$ cat src/rtl/mfupr_pkg.sv
// ----------------------------------------------------------------------------
// mfupr_pkg
// Shared types and fixed widths for the MFU page replacement block.
// ----------------------------------------------------------------------------
package mfupr_pkg;

    localparam int COUNT_W = 16;
    localparam int STAMP_W = 32;
    localparam int FAULT_W = 32;
    localparam int CFG_W   = 5;
    localparam int OPAGE_W = 16;
    localparam int OSLOT_W = 4;

    localparam logic [COUNT_W-1:0] COUNT_MAX = '1;

    typedef enum logic [1:0] {
        ST_IDLE,
        ST_SCAN,
        ST_DONE
    } t_state;

endpackage

$ cat src/rtl/mfu_page_replacement.sv
// ----------------------------------------------------------------------------
// mfu_page_replacement
// Most-frequently-used page replacement over a frame table held in one RAM.
// ----------------------------------------------------------------------------
// Each request reads all nf active frames in one pass through the single
//   read port of the frame RAM: one frame is examined per cycle. A new request
//   is taken only once the previous result has gone to the output register.
// Reset (synchronous, active low): table empty, timer and fault count zero,
//   frame-count configuration back to 16. The frame RAM itself is not cleared.
// ----------------------------------------------------------------------------
module mfu_page_replacement #(
    parameter int NUM_FRAMES = 16,
    parameter int PAGE_BITS  = 16
) (
    input  logic                                    i_clk,
    input  logic                                    i_rst_n,
    // configuration
    input  logic                                    i_cfg_we,
    input  logic [mfupr_pkg::CFG_W-1:0]             i_cfg_data,
    // request channel
    input  logic                                    i_in_valid,
    output logic                                    o_in_stall,
    input  logic [15:0]                             i_page,
    input  logic                                    i_last_request,
    // result channel
    output logic                                    o_out_valid,
    input  logic                                    i_out_stall,
    output logic                                    o_hit,
    output logic [mfupr_pkg::OSLOT_W-1:0]           o_slot,
    output logic                                    o_evicted_valid,
    output logic [mfupr_pkg::OPAGE_W-1:0]           o_evicted_page,
    output logic [mfupr_pkg::FAULT_W-1:0]           o_fault_total,
    output logic                                    o_run_end
);

    // Frame index width and a counter width that can also hold NUM_FRAMES.
    localparam int AW = (NUM_FRAMES > 1) ? $clog2(NUM_FRAMES) : 1;
    localparam int CW = $clog2(NUM_FRAMES + 1);
    localparam int CNT_W = mfupr_pkg::COUNT_W;
    localparam int STP_W = mfupr_pkg::STAMP_W;
    // RAM word: {page, use count, stamp}
    localparam int DW = PAGE_BITS + CNT_W + STP_W;

    // ------------------------------------------------------------------
    // Configuration register
    // ------------------------------------------------------------------
    logic [mfupr_pkg::CFG_W-1:0] r_cfg;

    always_ff @(posedge i_clk) begin
        if (!i_rst_n) begin
            r_cfg <= mfupr_pkg::CFG_W'(16);
        end else if (i_cfg_we) begin
            r_cfg <= i_cfg_data;
        end
    end

    // Active frame count: zero acts as one, anything above NUM_FRAMES clips.
    logic [CW-1:0] w_nf;
    always_comb begin
        if (r_cfg == '0) begin
            w_nf = CW'(1);
        end else if (32'(r_cfg) > NUM_FRAMES) begin
            w_nf = CW'(NUM_FRAMES);
        end else begin
            w_nf = CW'(r_cfg);
        end
    end

    // ------------------------------------------------------------------
    // Frame RAM: one write port, one registered read port
    // ------------------------------------------------------------------
    logic [DW-1:0] mem [NUM_FRAMES];
    logic          w_mem_we;
    logic [AW-1:0] w_mem_waddr;
    logic [DW-1:0] w_mem_wdata;
    logic [AW-1:0] w_mem_raddr;
    logic [DW-1:0] r_rd_data;

    always_ff @(posedge i_clk) begin
        if (w_mem_we) begin
            mem[w_mem_waddr] <= w_mem_wdata;
        end
        r_rd_data <= mem[w_mem_raddr];
    end

    // ------------------------------------------------------------------
    // Control and per-request registers
    // ------------------------------------------------------------------
    mfupr_pkg::t_state r_state, n_state;

    logic [CW-1:0]        r_filled;      // frames loaded so far
    logic [STP_W-1:0]     r_timer;       // access timer, wraps
    logic [mfupr_pkg::FAULT_W-1:0] r_fault;

    logic [PAGE_BITS-1:0] r_page;        // request being served
    logic                 r_last;
    logic [CW-1:0]        r_nf;          // frame count frozen for this request
    logic [CW-1:0]        r_loaded;      // min(filled, nf)
    logic [CW-1:0]        r_addr;        // next frame to read
    logic                 r_rd_vld;      // r_rd_data holds frame r_rd_idx
    logic [AW-1:0]        r_rd_idx;

    logic                 r_hit;
    logic [AW-1:0]        r_hit_idx;
    logic [CNT_W-1:0]     r_hit_cnt;

    logic [AW-1:0]        r_best_idx;    // current victim candidate
    logic [CNT_W-1:0]     r_best_cnt;
    logic [STP_W-1:0]     r_best_stamp;
    logic [PAGE_BITS-1:0] r_best_page;

    logic                 r_out_valid;

    // FSM outputs
    logic w_accept;
    logic w_issue;
    logic w_out_free;
    logic w_done_fire;
    logic w_last_rd;

    // Fields of the word coming out of the RAM
    logic [PAGE_BITS-1:0] w_rd_page;
    logic [CNT_W-1:0]     w_rd_cnt;
    logic [STP_W-1:0]     w_rd_stamp;

    assign w_rd_page  = r_rd_data[DW-1 -: PAGE_BITS];
    assign w_rd_cnt   = r_rd_data[STP_W +: CNT_W];
    assign w_rd_stamp = r_rd_data[STP_W-1:0];

    assign w_out_free = !r_out_valid || !i_out_stall;
    assign w_last_rd  = r_rd_vld && (CW'(r_rd_idx) == (r_nf - CW'(1)));

    // ------------------------------------------------------------------
    // Sequencer: IDLE takes a request, SCAN reads every active frame once
    // (lookup and victim search share the pass), DONE writes back and
    // hands the result to the output register.
    // ------------------------------------------------------------------
    always_comb begin
        n_state = r_state;
        unique case (r_state)
            mfupr_pkg::ST_IDLE: begin
                if (i_in_valid) n_state = mfupr_pkg::ST_SCAN;
            end
            mfupr_pkg::ST_SCAN: begin
                if (w_last_rd) n_state = mfupr_pkg::ST_DONE;
            end
            mfupr_pkg::ST_DONE: begin
                if (w_out_free) n_state = mfupr_pkg::ST_IDLE;
            end
            default: n_state = mfupr_pkg::ST_IDLE;
        endcase
    end

    always_comb begin
        o_in_stall  = 1'b1;
        w_issue     = 1'b0;
        w_done_fire = 1'b0;
        unique case (r_state)
            mfupr_pkg::ST_IDLE: o_in_stall  = 1'b0;
            mfupr_pkg::ST_SCAN: w_issue     = (r_addr < r_nf);
            mfupr_pkg::ST_DONE: w_done_fire = w_out_free;
            default: o_in_stall = 1'b1;
        endcase
    end

    assign w_accept    = i_in_valid && !o_in_stall;
    assign w_mem_raddr = r_addr[AW-1:0];

    always_ff @(posedge i_clk) begin
        if (!i_rst_n) begin
            r_state <= mfupr_pkg::ST_IDLE;
        end else begin
            r_state <= n_state;
        end
    end

    // ------------------------------------------------------------------
    // Scan datapath
    // ------------------------------------------------------------------
    logic w_rd_match;
    logic w_rd_better;

    // A match only counts among loaded frames; the first one wins.
    assign w_rd_match = r_rd_vld && !r_hit && (CW'(r_rd_idx) < r_loaded)
                        && (w_rd_page == r_page);
    // Victim order: highest count, then oldest stamp, then lowest index.
    assign w_rd_better = (r_rd_idx == '0) || (w_rd_cnt > r_best_cnt)
                         || ((w_rd_cnt == r_best_cnt) && (w_rd_stamp < r_best_stamp));

    always_ff @(posedge i_clk) begin
        if (!i_rst_n) begin
            r_rd_vld <= 1'b0;
            r_hit    <= 1'b0;
            r_addr   <= '0;
        end else begin
            r_rd_vld <= w_issue;
            if (w_accept) begin
                r_addr <= '0;
                r_hit  <= 1'b0;
            end else begin
                if (w_issue) r_addr <= r_addr + CW'(1);
                if (w_rd_match) r_hit <= 1'b1;
            end
        end
    end

    always_ff @(posedge i_clk) begin
        if (w_accept) begin
            r_page   <= PAGE_BITS'(i_page);
            r_last   <= i_last_request;
            r_nf     <= w_nf;
            r_loaded <= (r_filled < w_nf) ? r_filled : w_nf;
        end
        r_rd_idx <= r_addr[AW-1:0];
        if (w_rd_match) begin
            r_hit_idx <= r_rd_idx;
            r_hit_cnt <= w_rd_cnt;
        end
        if (r_rd_vld && w_rd_better) begin
            r_best_idx   <= r_rd_idx;
            r_best_cnt   <= w_rd_cnt;
            r_best_stamp <= w_rd_stamp;
            r_best_page  <= w_rd_page;
        end
    end

    // ------------------------------------------------------------------
    // Write-back and result
    // ------------------------------------------------------------------
    logic             w_fill;
    logic             w_evict;
    logic [AW-1:0]    w_slot;
    logic [CNT_W-1:0] w_new_cnt;
    logic [mfupr_pkg::FAULT_W-1:0] w_fault_next;

    always_comb begin
        w_fill  = !r_hit && (r_filled < r_nf);
        w_evict = !r_hit && !w_fill;
        if (r_hit) begin
            w_slot = r_hit_idx;
        end else if (w_fill) begin
            w_slot = r_filled[AW-1:0];
        end else begin
            w_slot = r_best_idx;
        end
        if (!r_hit) begin
            w_new_cnt = CNT_W'(1);
        end else if (r_hit_cnt == mfupr_pkg::COUNT_MAX) begin
            w_new_cnt = r_hit_cnt;
        end else begin
            w_new_cnt = r_hit_cnt + CNT_W'(1);
        end
        w_fault_next = r_hit ? r_fault : r_fault + 32'd1;
    end

    // A hit rewrites the same page, so one word form serves every case.
    assign w_mem_we    = w_done_fire;
    assign w_mem_waddr = w_slot;
    assign w_mem_wdata = {r_page, w_new_cnt, r_timer};

    always_ff @(posedge i_clk) begin
        if (!i_rst_n) begin
            r_filled    <= '0;
            r_timer     <= '0;
            r_fault     <= '0;
            r_out_valid <= 1'b0;
        end else begin
            if (w_done_fire) begin
                r_timer <= r_timer + 32'd1;
                r_fault <= w_fault_next;
                if (w_fill) r_filled <= r_filled + CW'(1);
                r_out_valid <= 1'b1;
            end else if (!i_out_stall) begin
                r_out_valid <= 1'b0;
            end
        end
    end

    logic [31:0] w_slot_wide;
    assign w_slot_wide = 32'(w_slot);

    always_ff @(posedge i_clk) begin
        if (w_done_fire) begin
            o_hit           <= r_hit;
            o_slot          <= w_slot_wide[mfupr_pkg::OSLOT_W-1:0];
            o_evicted_valid <= w_evict;
            o_evicted_page  <= w_evict ? mfupr_pkg::OPAGE_W'(r_best_page) : '0;
            o_fault_total   <= w_fault_next;
            o_run_end       <= r_last;
        end
    end

    assign o_out_valid = r_out_valid;

    // ------------------------------------------------------------------
    // Checks
    // ------------------------------------------------------------------
`ifndef ASSERT_OFF
    a_filled_range: assert property (@(posedge i_clk) disable iff (!i_rst_n)
        32'(r_filled) <= NUM_FRAMES)
        else $error("fill count beyond frame table");

    a_hit_loaded: assert property (@(posedge i_clk) disable iff (!i_rst_n)
        (r_state == mfupr_pkg::ST_DONE) && r_hit |-> (CW'(r_hit_idx) < r_loaded))
        else $error("hit on a frame that was never loaded");

    a_hit_no_evict: assert property (@(posedge i_clk) disable iff (!i_rst_n)
        o_out_valid && o_evicted_valid |-> !o_hit && (32'(o_slot) < NUM_FRAMES))
        else $error("eviction reported on a hit");

    a_done_writes: assert property (@(posedge i_clk) disable iff (!i_rst_n)
        w_done_fire |=> o_out_valid && (r_state == mfupr_pkg::ST_IDLE))
        else $error("result not presented after write-back");
`endif

endmodule
$ cat config.mk
export PLATFORM = sky130hd
export DESIGN_NAME = mfu_page_replacement
export DESIGN_NICKNAME = d
export VERILOG_FILES = /design/src/rtl/mfupr_pkg.sv /design/src/rtl/mfu_page_replacement.sv
export SDC_FILE = /design/constraint.sdc
export NUM_CORES = 1
export LEC_CHECK = 0
export BUFFER_PORTS_ARGS = -buffer_cell sky130_fd_sc_hd__buf_2
export CAP_MARGIN = 10
export CELL_PAD_IN_SITES_DETAIL_PLACEMENT = 1
export CELL_PAD_IN_SITES_GLOBAL_PLACEMENT = 1
export CORE_ASPECT_RATIO = 0.7
export CORE_MARGIN = 2
export CORE_UTILIZATION = 55
export DETAILED_ROUTE_END_ITERATION = 12
export GPL_TIMING_DRIVEN = 0
export PLACE_DENSITY_LB_ADDON = 0.1
export SYNTH_ARGS = -nofsm -noshare
export SYNTH_HDL_FRONTEND = slang
export SYNTH_SLANG_ARGS = --single-unit
$ cat constraint.sdc
create_clock -name i_clk -period 13.5 [get_ports i_clk]
set_input_delay 3.375 -clock i_clk [delete_from_list [all_inputs] [get_ports i_clk]]
set_output_delay 3.375 -clock i_clk [all_outputs]
set_load 0.01 [all_outputs]
== Yosys cells after proc, flatten, opt, wreduce, memory -nomap -nowiden ==
Memories as Yosys holds them, arrays and structs flattened. A register that Yosys moved wholly into a read port is not among the register bits.
Index checks and enable logic that the tools add are counted.

* Eq/ne operators: 10
* Reduce and logical (&&, ||, !) cells: 22
* Bitwise logic cells: 1
* Mux-type cells: 19
* Add/sub/neg operators: 6
* $lt $le $gt $ge: 7

{| class="wikitable"
|+ Operator list
! kind !! count
|-
| adder 32 x 1 -> 32 bit, second input constant || 2
|-
| == test 16 bit || 2
|-
| < comparator 32 bit || 1
|-
| 2-to-1 mux 16 bit || 2
|-
| 2-to-1 mux 32 bit || 1
|-
| adder 16 x 1 -> 16 bit, second input constant || 1
|-
| == test 16 bit, second input constant || 1
|-
| greater-than comparator 16 bit || 1
|-
| < comparator 5 bit || 3
|-
| 2-to-1 mux 5 bit || 3
|-
| adder 5 x 1 -> 5 bit, second input constant || 2
|-
| logical AND 1 bit || 9
|-
| 2-to-1 mux 4 bit || 2
|-
| 2-to-1 mux 1 bit || 7
|-
| 2-to-1 mux 2 bit || 3
|-
| inequality test 2 bit, second input constant || 3
|-
| case mux 2 bit (3 select lines) || 1
|-
| == test 4 x 5 -> 1 bit || 1
|-
| greater-than comparator 5 bit, second input constant || 1
|-
| logical NOT 5 bit || 1
|-
| < comparator 4 x 5 -> 1 bit || 1
|-
| subtractor 5 x 1 -> 5 bit, second input constant || 1
|-
| logical NOT 1 bit || 4
|-
| logical NOT 4 bit || 1
|-
| 9 further kinds || 11
|}

* Output and inout port bits: 57
* Bits in writable memories: 1,024
* Word-level logic and storage cells: 92
* Memories: 1
* Bits of input ports: 27
* Register bits after elaboration: 258

{| class="wikitable"
|+ Memories
! memory !! depth !! width !! read ports !! clocked after Yosys merged registers in !! wr ports !! line !! source
|-
| mem || 16 || 64 || 1 || 1 || 1 || mfu_page_replacement.sv:72 || <nowiki>logic [DW-1:0] mem [NUM_FRAMES];</nowiki>
|}

== Depth between registers and ports, before layout ==
Gate-level depths: netlist (run 1).

* Depth after elaboration: 5
* Mapped depth: 9
* Depth with buffers taken out: 8

== Worst setup path after synthesis (run 1) ==
OpenSTA, ideal clock, no wires.

* Path kind: input -> register
* Start: input port i_out_stall
* End: memory mem[6][0] (netlist bit) (enable)
* Data arrival time: 10.331 ns
* Path slack: 2.605 ns
* Stages: 7
* Data required time: 12.935 ns
* Cells stage by stage: nand2_1 > nand2_1 > clkbuf_1 > inv_1 > buf_1 > nand2_1 > nor3_1

* Cells in the longest elaborated chain, start to end: 5

{| class="wikitable"
|+ RTL lines
! item !! line !! source
|-
| start, declared || mfu_page_replacement.sv:27 || <nowiki>input logic i_out_stall,</nowiki>
|-
| logical NOT 1 bit || - ||
|-
| logical OR 1 bit || mfu_page_replacement.sv:130 || <nowiki>assign w_out_free = !r_out_valid || !i_out_stall;</nowiki>
|-
| 2-to-1 mux 1 bit || mfu_page_replacement.sv:158 || <nowiki>unique case (r_state)</nowiki>
|-
| via w_done_fire || mfu_page_replacement.sv:118 || <nowiki>logic w_done_fire;</nowiki>
|-
| 2-to-1 mux 1 bit || mfu_page_replacement.sv:80 || <nowiki>if (w_mem_we) begin</nowiki>
|-
| 2-to-1 mux 1 bit (implied by the code) || mfu_page_replacement.sv:81 || <nowiki>mem[w_mem_waddr] <= w_mem_wdata;</nowiki>
|-
| end, declared || mfu_page_replacement.sv:72 ||
|}

The timed path passes the listed nets, and every way through them passes these cells.

== Final worst setup path (run 1) ==
* Start: input port i_out_stall
* End: memory mem[8][20] (netlist bit) (enable)

Same word-level chain as after synthesis.

==> run summary, run 1 <==
### Logic synthesis
- fraction of registers with async set/reset: 0
- Synth area leader: edfxtp_1
- Synth Area in XOR/XNOR: 0.0209
- gate count after technology mapping: 2561
- register bit count reported by yosys: 1346
- share of synthesized area spent on multiplexers: 0.142
- count of warnings emitted by yosys: 0
- area of the mapped netlist: 51600 um2
- leading register cell type out of synthesis: edfxtp_1
- synthesized-area fraction occupied by adder cells: 0.0165
- nets in the synthesized netlist: 2656
- simple logic cell fraction of the synthesized area: 0.0388
- cell types with the largest area share after synthesis: edfxtp_1 69%, mux4_2 14%, dfxtp_1 5.9%
- most frequent cell after synthesis: edfxtp_1
- Post-synth top cells: 1194 x edfxtp_1, 320 x mux4_2, 152 x dfxtp_1
- portion of the post-synthesis area used by sequential elements: 0.754
- count of flip-flops with a built-in enable after synthesis: 1194
- complex-gate fraction of the synthesized area: 0.0140
- number of distinct library cell variants in the gate-level netlist after synthesis: 65
- per-instance average area after synthesis: 20.2 um2
- proportion of netlist area held by the largest area contributor: 0.695
- combinational family with the most area after synthesis: multiplexers

### Layout
- nets: 2951
- P&R area growth vs syn: 15.1%
- non-filler instance count after layout: 4197
- fraction of layout cells with a size suffix above 1: 0.254
- fill cell count: 7592
- number of diodes: 0

### Pwr
- post-route total power: 8.39 mW
- power density over cell area: 141 nW/um2
- Leakage Power: 18.8 nW
- largest vdd supply drop: 0.000123 V

### Placement
- number of I/O port buffers: 82
- # placed instances: 3963
- last weighted congestion value of the routability-driven placer: 0.799
- worst slack after detailed placement: 5860 ps
- total half-perimeter wirelength after legalization and detailed placement: 87300 um

### Clocking
- Clock Latency Late Sink: 740 ps
- CTS Root Buffer Type: clkbuf_16
- Clk pin slew, worst setup/hold paths: 60 ps
- maximum count of clock buffers along a single path: 3
- CTS tree: built
- cts hold-fix bufs: 0
- TritonCTS Sinks: 1346
- TritonCTS Buffers: 120
- post-CTS setup buffer count: 0
- post-cts resize count: 0
- Clock H-tree levels: 3

### Route
- DR pass1 iterations: 5
- post-detailed-route DRC marker count: 0
- final routed wirelength across all metal layers: 133000 um
- DR vias: 26.6k
- per-cell routed wire length: 31.6 um
- antenna viol nets, final: 0
- per-cell via count in the routed design: 6.34
- drt initial violations: 3283

### Global routing
- vias in the first global route: 27.8k
- wire length of the first global-routing pass: 194000 um
- Global Route Usage Sum: 0.282
- Congestion Overflow GR: 0
- pin count of the biggest net entering global routing: 41
- initial antenna violation count: 0

### STA
- Pins Over Slew Limit: 0
- unrepaired setup endpoints after global routing: false
- Total Negative Setup Slacks: 0 ps
- transition time at the pin with the least slew margin: 1210 ps
- final count of hold timing violations: 0
- time the worst path needs with I/O delays and setup: 6900 ps
- clk_skew: 30.9 ps
- Max Fclk: 145 MHz
- portion of the clock cycle consumed by the worst path in the final layout: 0.511
- Setup WS post-layout: 6600 ps
- Max-slew headroom: 0.187
- final setup fails: 0

### Setup path
- required time worst endpoint: 13910 ps
- category of the critical setup timing path: in -> reg
- arrival time at the worst endpoint: 7310 ps
- Worst Setup End Kind: flip-flop
- kind of start point of the critical path: input pin
- CP Max Fanout: 35

### Min path
- path type of the worst min-delay path: reg -> reg

### Floorplanning
- area of the core: 92500 um2
- die boundary width: 370 um
- DIE HEIGHT: 260 um
- standard-cell row count: 93
- Die ar.: 96400 um2
- I/O pin count: 84
- initial core utilization: 0.558

### Run
- max-cap check violation count: 0

### Status
- result of the run: completed

-- cells in the final DEF, fill, tap and decap left out, drive strengths merged, types with 17 or more instances in the layout --
master	count
a21oi	39
and2	25
buf	207
bufinv	17
clkbuf	239
clkinv	38
dfxtp	152
edfxtp	1194
ha	68
inv	75
mux4	320
nand2	70
nand3	45
nand4	43
nor2	124
nor3	26
o21ai	19
xnor2	62
xor2	61
-- kinds of logic after synthesis --
group                      Yosys count
xor gates and xnor gates           123
DFF                               1346
AOI/OAI and AO/OA                  114
and+or+nand+nor                    397
adders and majority gates           68
buffers and inverters              182
muxes                              331
-- layout make-up --
type | count | area, um2 | area share
Sequential cell | 1346 | 38900 | 0.655
Multi-Input combinational cell | 1033 | 12100 | 0.204
Clock buffer | 165 | 3460 | 0.0583
Timing Repair Buffer | 173 | 1860 | 0.0314
Tap cell | 1235 | 1550 | 0.0260
Clock inverter | 63 | 767 | 0.0129
Buffer | 108 | 467 | 0.00786
Inverter | 74 | 278 | 0.00468
-- power by group --
| group | switching, mW | internal [mW] | total, mW |
|---|---|---|---|
| Sequential | 0.0276 | 4.51 | 4.53 |
| Combinational | 0.116 | 0.0824 | 0.198 |
| Clock | 1.54 | 2.12 | 3.65 |
| Total | 1.68 | 6.71 | 8.39 |
-- worst max-delay path, stage by stage --
cell	delay, ps
buf_2	120
nand2_1	90
nand2_1	70
clkbuf_1	310
inv_1	440
buf_2	860
buf_12	300
nand4_1	330
nor2_4	790
buf_12	290
buf_12	240
-- registers in the layout, indices dropped and copies added, names as in the netlist, 5 cells and up --
signal          flops
r_page             16
r_best_page        16
r_rd_data          64
r_best_stamp       32
r_timer            32
o_fault_total      32
r_fault            32
o_evicted_page     16
r_filled            5
r_best_cnt         16
mem              1024
r_addr              5
r_loaded            5
r_hit_cnt          16
r_nf                5
r_cfg               5
-- path summary, 6_finish.rpt --
kind / from / end / slack (ps) / depth (start not counted)
max reg2reg: r_nf[2] / mem[12][20] / 8590 / 11
max: i_out_stall / mem[8][20] / 6600 / 11
min: r_addr[0] / r_rd_idx[0] / 400 / 0
min reg2reg: r_addr[0] / r_rd_idx[0] / 400 / 0
-- stage by stage --
step / cell area, um2 / hold WS [ps] / util
finish: 59400 / 398 / 0.642
global route: 59400 / 400 / 0.642
CTS: 59300 / 391 / 0.641
detailed placement: 55000 / 377 / 0.595
global placement: 53600 / 371 / 0.579
floorplan: 51600 / 353 / -
-- layer usage --
layer / up-vias / GRT usage / share of wire
li1: 10915 / - / -
met1: 14399 / 0.429 / 0.43
met2: 1118 / 0.429 / 0.47
met3: 169 / 0.0541 / 0.081
met4: 0 / 0.0670 / 0.020
met5: - / 0 / 0
No activity file was read; power rests on OpenSTA's default activity.
==> run 2: changes to the inputs <==
--- a/config.mk
+++ b/config.mk
@@ -11,7 +11,7 @@
 export CELL_PAD_IN_SITES_GLOBAL_PLACEMENT = 1
 export CORE_ASPECT_RATIO = 0.7
 export CORE_MARGIN = 2
-export CORE_UTILIZATION = 55
+export CORE_UTILIZATION = 50
 export DETAILED_ROUTE_END_ITERATION = 12
 export GPL_TIMING_DRIVEN = 0
 export PLACE_DENSITY_LB_ADDON = 0.1
==> constraint.sdc (replaced) <==
create_clock -name i_clk -period 5.85 [get_ports i_clk]
set_input_delay 1.4625 -clock i_clk [delete_from_list [all_inputs] [get_ports i_clk]]
set_output_delay 1.4625 -clock i_clk [all_outputs]
set_load 0.01 [all_outputs]
==> run 2 against run 1 <==
Against the previous run:
- die area up 9.9%
- sequential power is 130% higher
- cell area rose by 0.96%
- first-iteration DRC count decreased by 21%
- clock skew fell by 8.1 ps
- register-to-register slack got worse by 7800 ps
- combinational power grew 130%
- sequential share of layout area decreased by 0.62 points
- largest cell class unchanged
- highest routed layer is now met5
==> run summary, run 2 (synthesized netlist as in run 1, its figures left out) <==
### Status
- result of the run: completed

### Layout
- Regs by FF count: mem (1024), r_rd_data (64)
- register name with the most flops: mem
- leading cell type in the layout, fill and taps excluded: edfxtp_1
- nets: 2949, -0.068%
- leading cell types in the layout, fill and taps excluded: 1194 x edfxtp_1, 320 x mux4_2, 152 x dfxtp_1, 136 x clkbuf_16, 113 x nor2_1
- number of diodes: 0, unchanged
- Finished Core Util: 0.586, -0.0557
- flip-flop count of the largest register, all copies and words added: 1024, unchanged
- P&R area growth vs syn: 16.2%
- fraction of layout cells with a size suffix above 1: 0.250, -0.00414
- Design Area, Final: 60000 um2, +0.96%

### STA
- Pins Over Slew Limit: 0, unchanged
- Max Fclk: 196 MHz
- portion of the clock cycle consumed by the worst path in the final layout: 0.871
- unrepaired setup endpoints after global routing: false
- time the worst path needs with I/O delays and setup: 5100 ps
- final setup fails: 0, unchanged
- transition time at the pin with the least slew margin: 1350 ps, +136 ps
- Max-slew headroom: 0.0920, -0.0949
- final count of hold timing violations: 0, unchanged
- clk_skew: 22.8 ps, -8.11 ps
- Setup WS post-layout: 752 ps, -5850 ps

### Placement
- cell area reported after detailed placement: 55500 um2, +0.81%
- number of I/O port buffers: 82, unchanged
- worst slack after detailed placement: 296 ps, -5560 ps
- last weighted congestion value of the routability-driven placer: 0.796, -0.28%
- total half-perimeter wirelength after legalization and detailed placement: 86900 um, -0.43%

### Clocking
- post-CTS setup buffer count: 0, unchanged
- post-cts resize count: 0, unchanged
- CTS Root Buffer Type: clkbuf_16
- Clk pin slew, worst setup/hold paths: 60 ps, about the same
- maximum count of clock buffers along a single path: 3, unchanged
- Clock H-tree levels: 4, +1
- CTS tree: built
- cts hold-fix bufs: 0, unchanged
- TritonCTS Buffers: 132, +10%
- TritonCTS Sinks: 1346, unchanged
- Clock Latency Late Sink: 760 ps, +20 ps

### Floorplanning
- area of the core: 102000 um2, +11%
- DIE HEIGHT: 273 um, +4.8%
- Die ar.: 106000 um2, +9.9%
- standard-cell row count: 98, +5.4%
- initial core utilization: 0.505, -0.0532
- I/O pin count: 84, unchanged
- die boundary width: 388 um, +4.8%

### Route
- DR pass1 iterations: 5, unchanged
- per-cell via count in the routed design: 6.02, -4.9%
- Routed met1 length: 57800 um, +0.49%
- post-detailed-route DRC marker count: 0, unchanged
- DR vias: 26.0k, -2.3%
- Met2 Routed Length: 60900 um, -1.3%
- drt initial violations: 2585, -21%
- antenna viol nets, final: 0, unchanged
- top routing layer used: met5
- Detail Route met3 WL: 10700 um, -0.65%
- per-cell routed wire length: 30.6 um, -3.3%
- final routed wirelength across all metal layers: 132000 um, -0.58%

### Global routing
- Global Route Usage Sum: 0.255, -0.0268
- pin count of the biggest net entering global routing: 65, +59%
- initial antenna violation count: 4, +4
- vias in the first global route: 27.5k, -1.2%
- Congestion Overflow GR: 0, unchanged
- wire length of the first global-routing pass: 192000 um, -0.90%

### Min path
- Hold Crit Depth: 0, unchanged
- path type of the worst min-delay path: reg -> reg

### Pwr
- post-route total power: 19.6 mW, +130%
- Leakage Power: 18.9 nW, +0.92%
- power density over cell area: 327 nW/um2, +130%
- largest vdd supply drop: 0.000251 V, +100%

### Setup path
- kind of start point of the critical path: flip-flop
- depth of the most critical reg-to-reg path: 10, -1
- arrival time at the worst endpoint: 5540 ps, -1770 ps
- cells along the critical path: inv_1, ha_1, a21o_1, a31oi_1, o22ai_1, clkbuf_1, a221oi_2, nand3_1, nor2_4, buf_12
- category of the critical setup timing path: reg -> reg
- slowest stage cell on the critical path: a221oi_2
- required time worst endpoint: 6290 ps, -7620 ps
- Worst Setup End Kind: flip-flop
- CP Max Fanout: 20, -43%
- delay of the slowest cell on the worst path: 1120 ps, +260 ps

### Run
- max-cap check violation count: 0, unchanged

==> run 2: changes by cell type in the layout (fill, tap and decap cells not counted), sizes merged <==
| cell | change |
|---|---|
| buf | -15 |
| clkbuf | +13 |
| inv | +6 |
| bufinv | -4 |
| clkinv | +4 |
| clkinvlp | -3 |
==> run 2: metal layers <==
metal  vias to the layer above  GRT usage
met1                     13884      0.381
met4                         2     0.0687
li1                      10930          -
met2                      1010      0.389
met3                       159     0.0508
met5                         -          0
==> run 2: worst paths after layout <==
kind	from	endpoint	slack, ps
max	r_nf[2]	mem[12][24]	750
max reg2reg	r_nf[2]	mem[12][24]	750
min reg2reg	r_addr[0]	r_rd_idx[0]	380
min	r_addr[0]	r_rd_idx[0]	380
==> run 2: area by class of cell <==
cell class,instances,area (um2)
Inverter,74,278
Timing Repair Buffer,159,2110
Tap cell,1350,1690
Clock inverter,66,709
Sequential cell,1346,38900
Fill cell,8723,42300
Multi-Input combinational cell,1033,12100
Buffer,108,469
Clock buffer,177,3670
==> run 2: power by group <==
group | internal [mW] | switching, mW | leakage [nW]
registers | 10.4 | 0.0642 | 11.6
logic | 0.193 | 0.265 | 5.21
clock network | 5.00 | 3.65 | 2.14
==> run 2: stage by stage <==
step                      hold WS (ps)  instances  setup TNS [ps]
after detailed placement           371       4065               0
after CTS                          380       4308               0
after global placement             365       3993        -3605460
after floorplan                    353       2561               0
final                              382       4313               0
after global routing               404       4313               0
==> run 2: critical path: cells and delay by family (launching register included) <==
family                     cells  cell delay, ps
AOI/OAI and AO/OA              4            1770
and+or+nand+nor                2            1330
buffers and inverters          3             840
DFF                            1             490
adders and majority gates      1             280
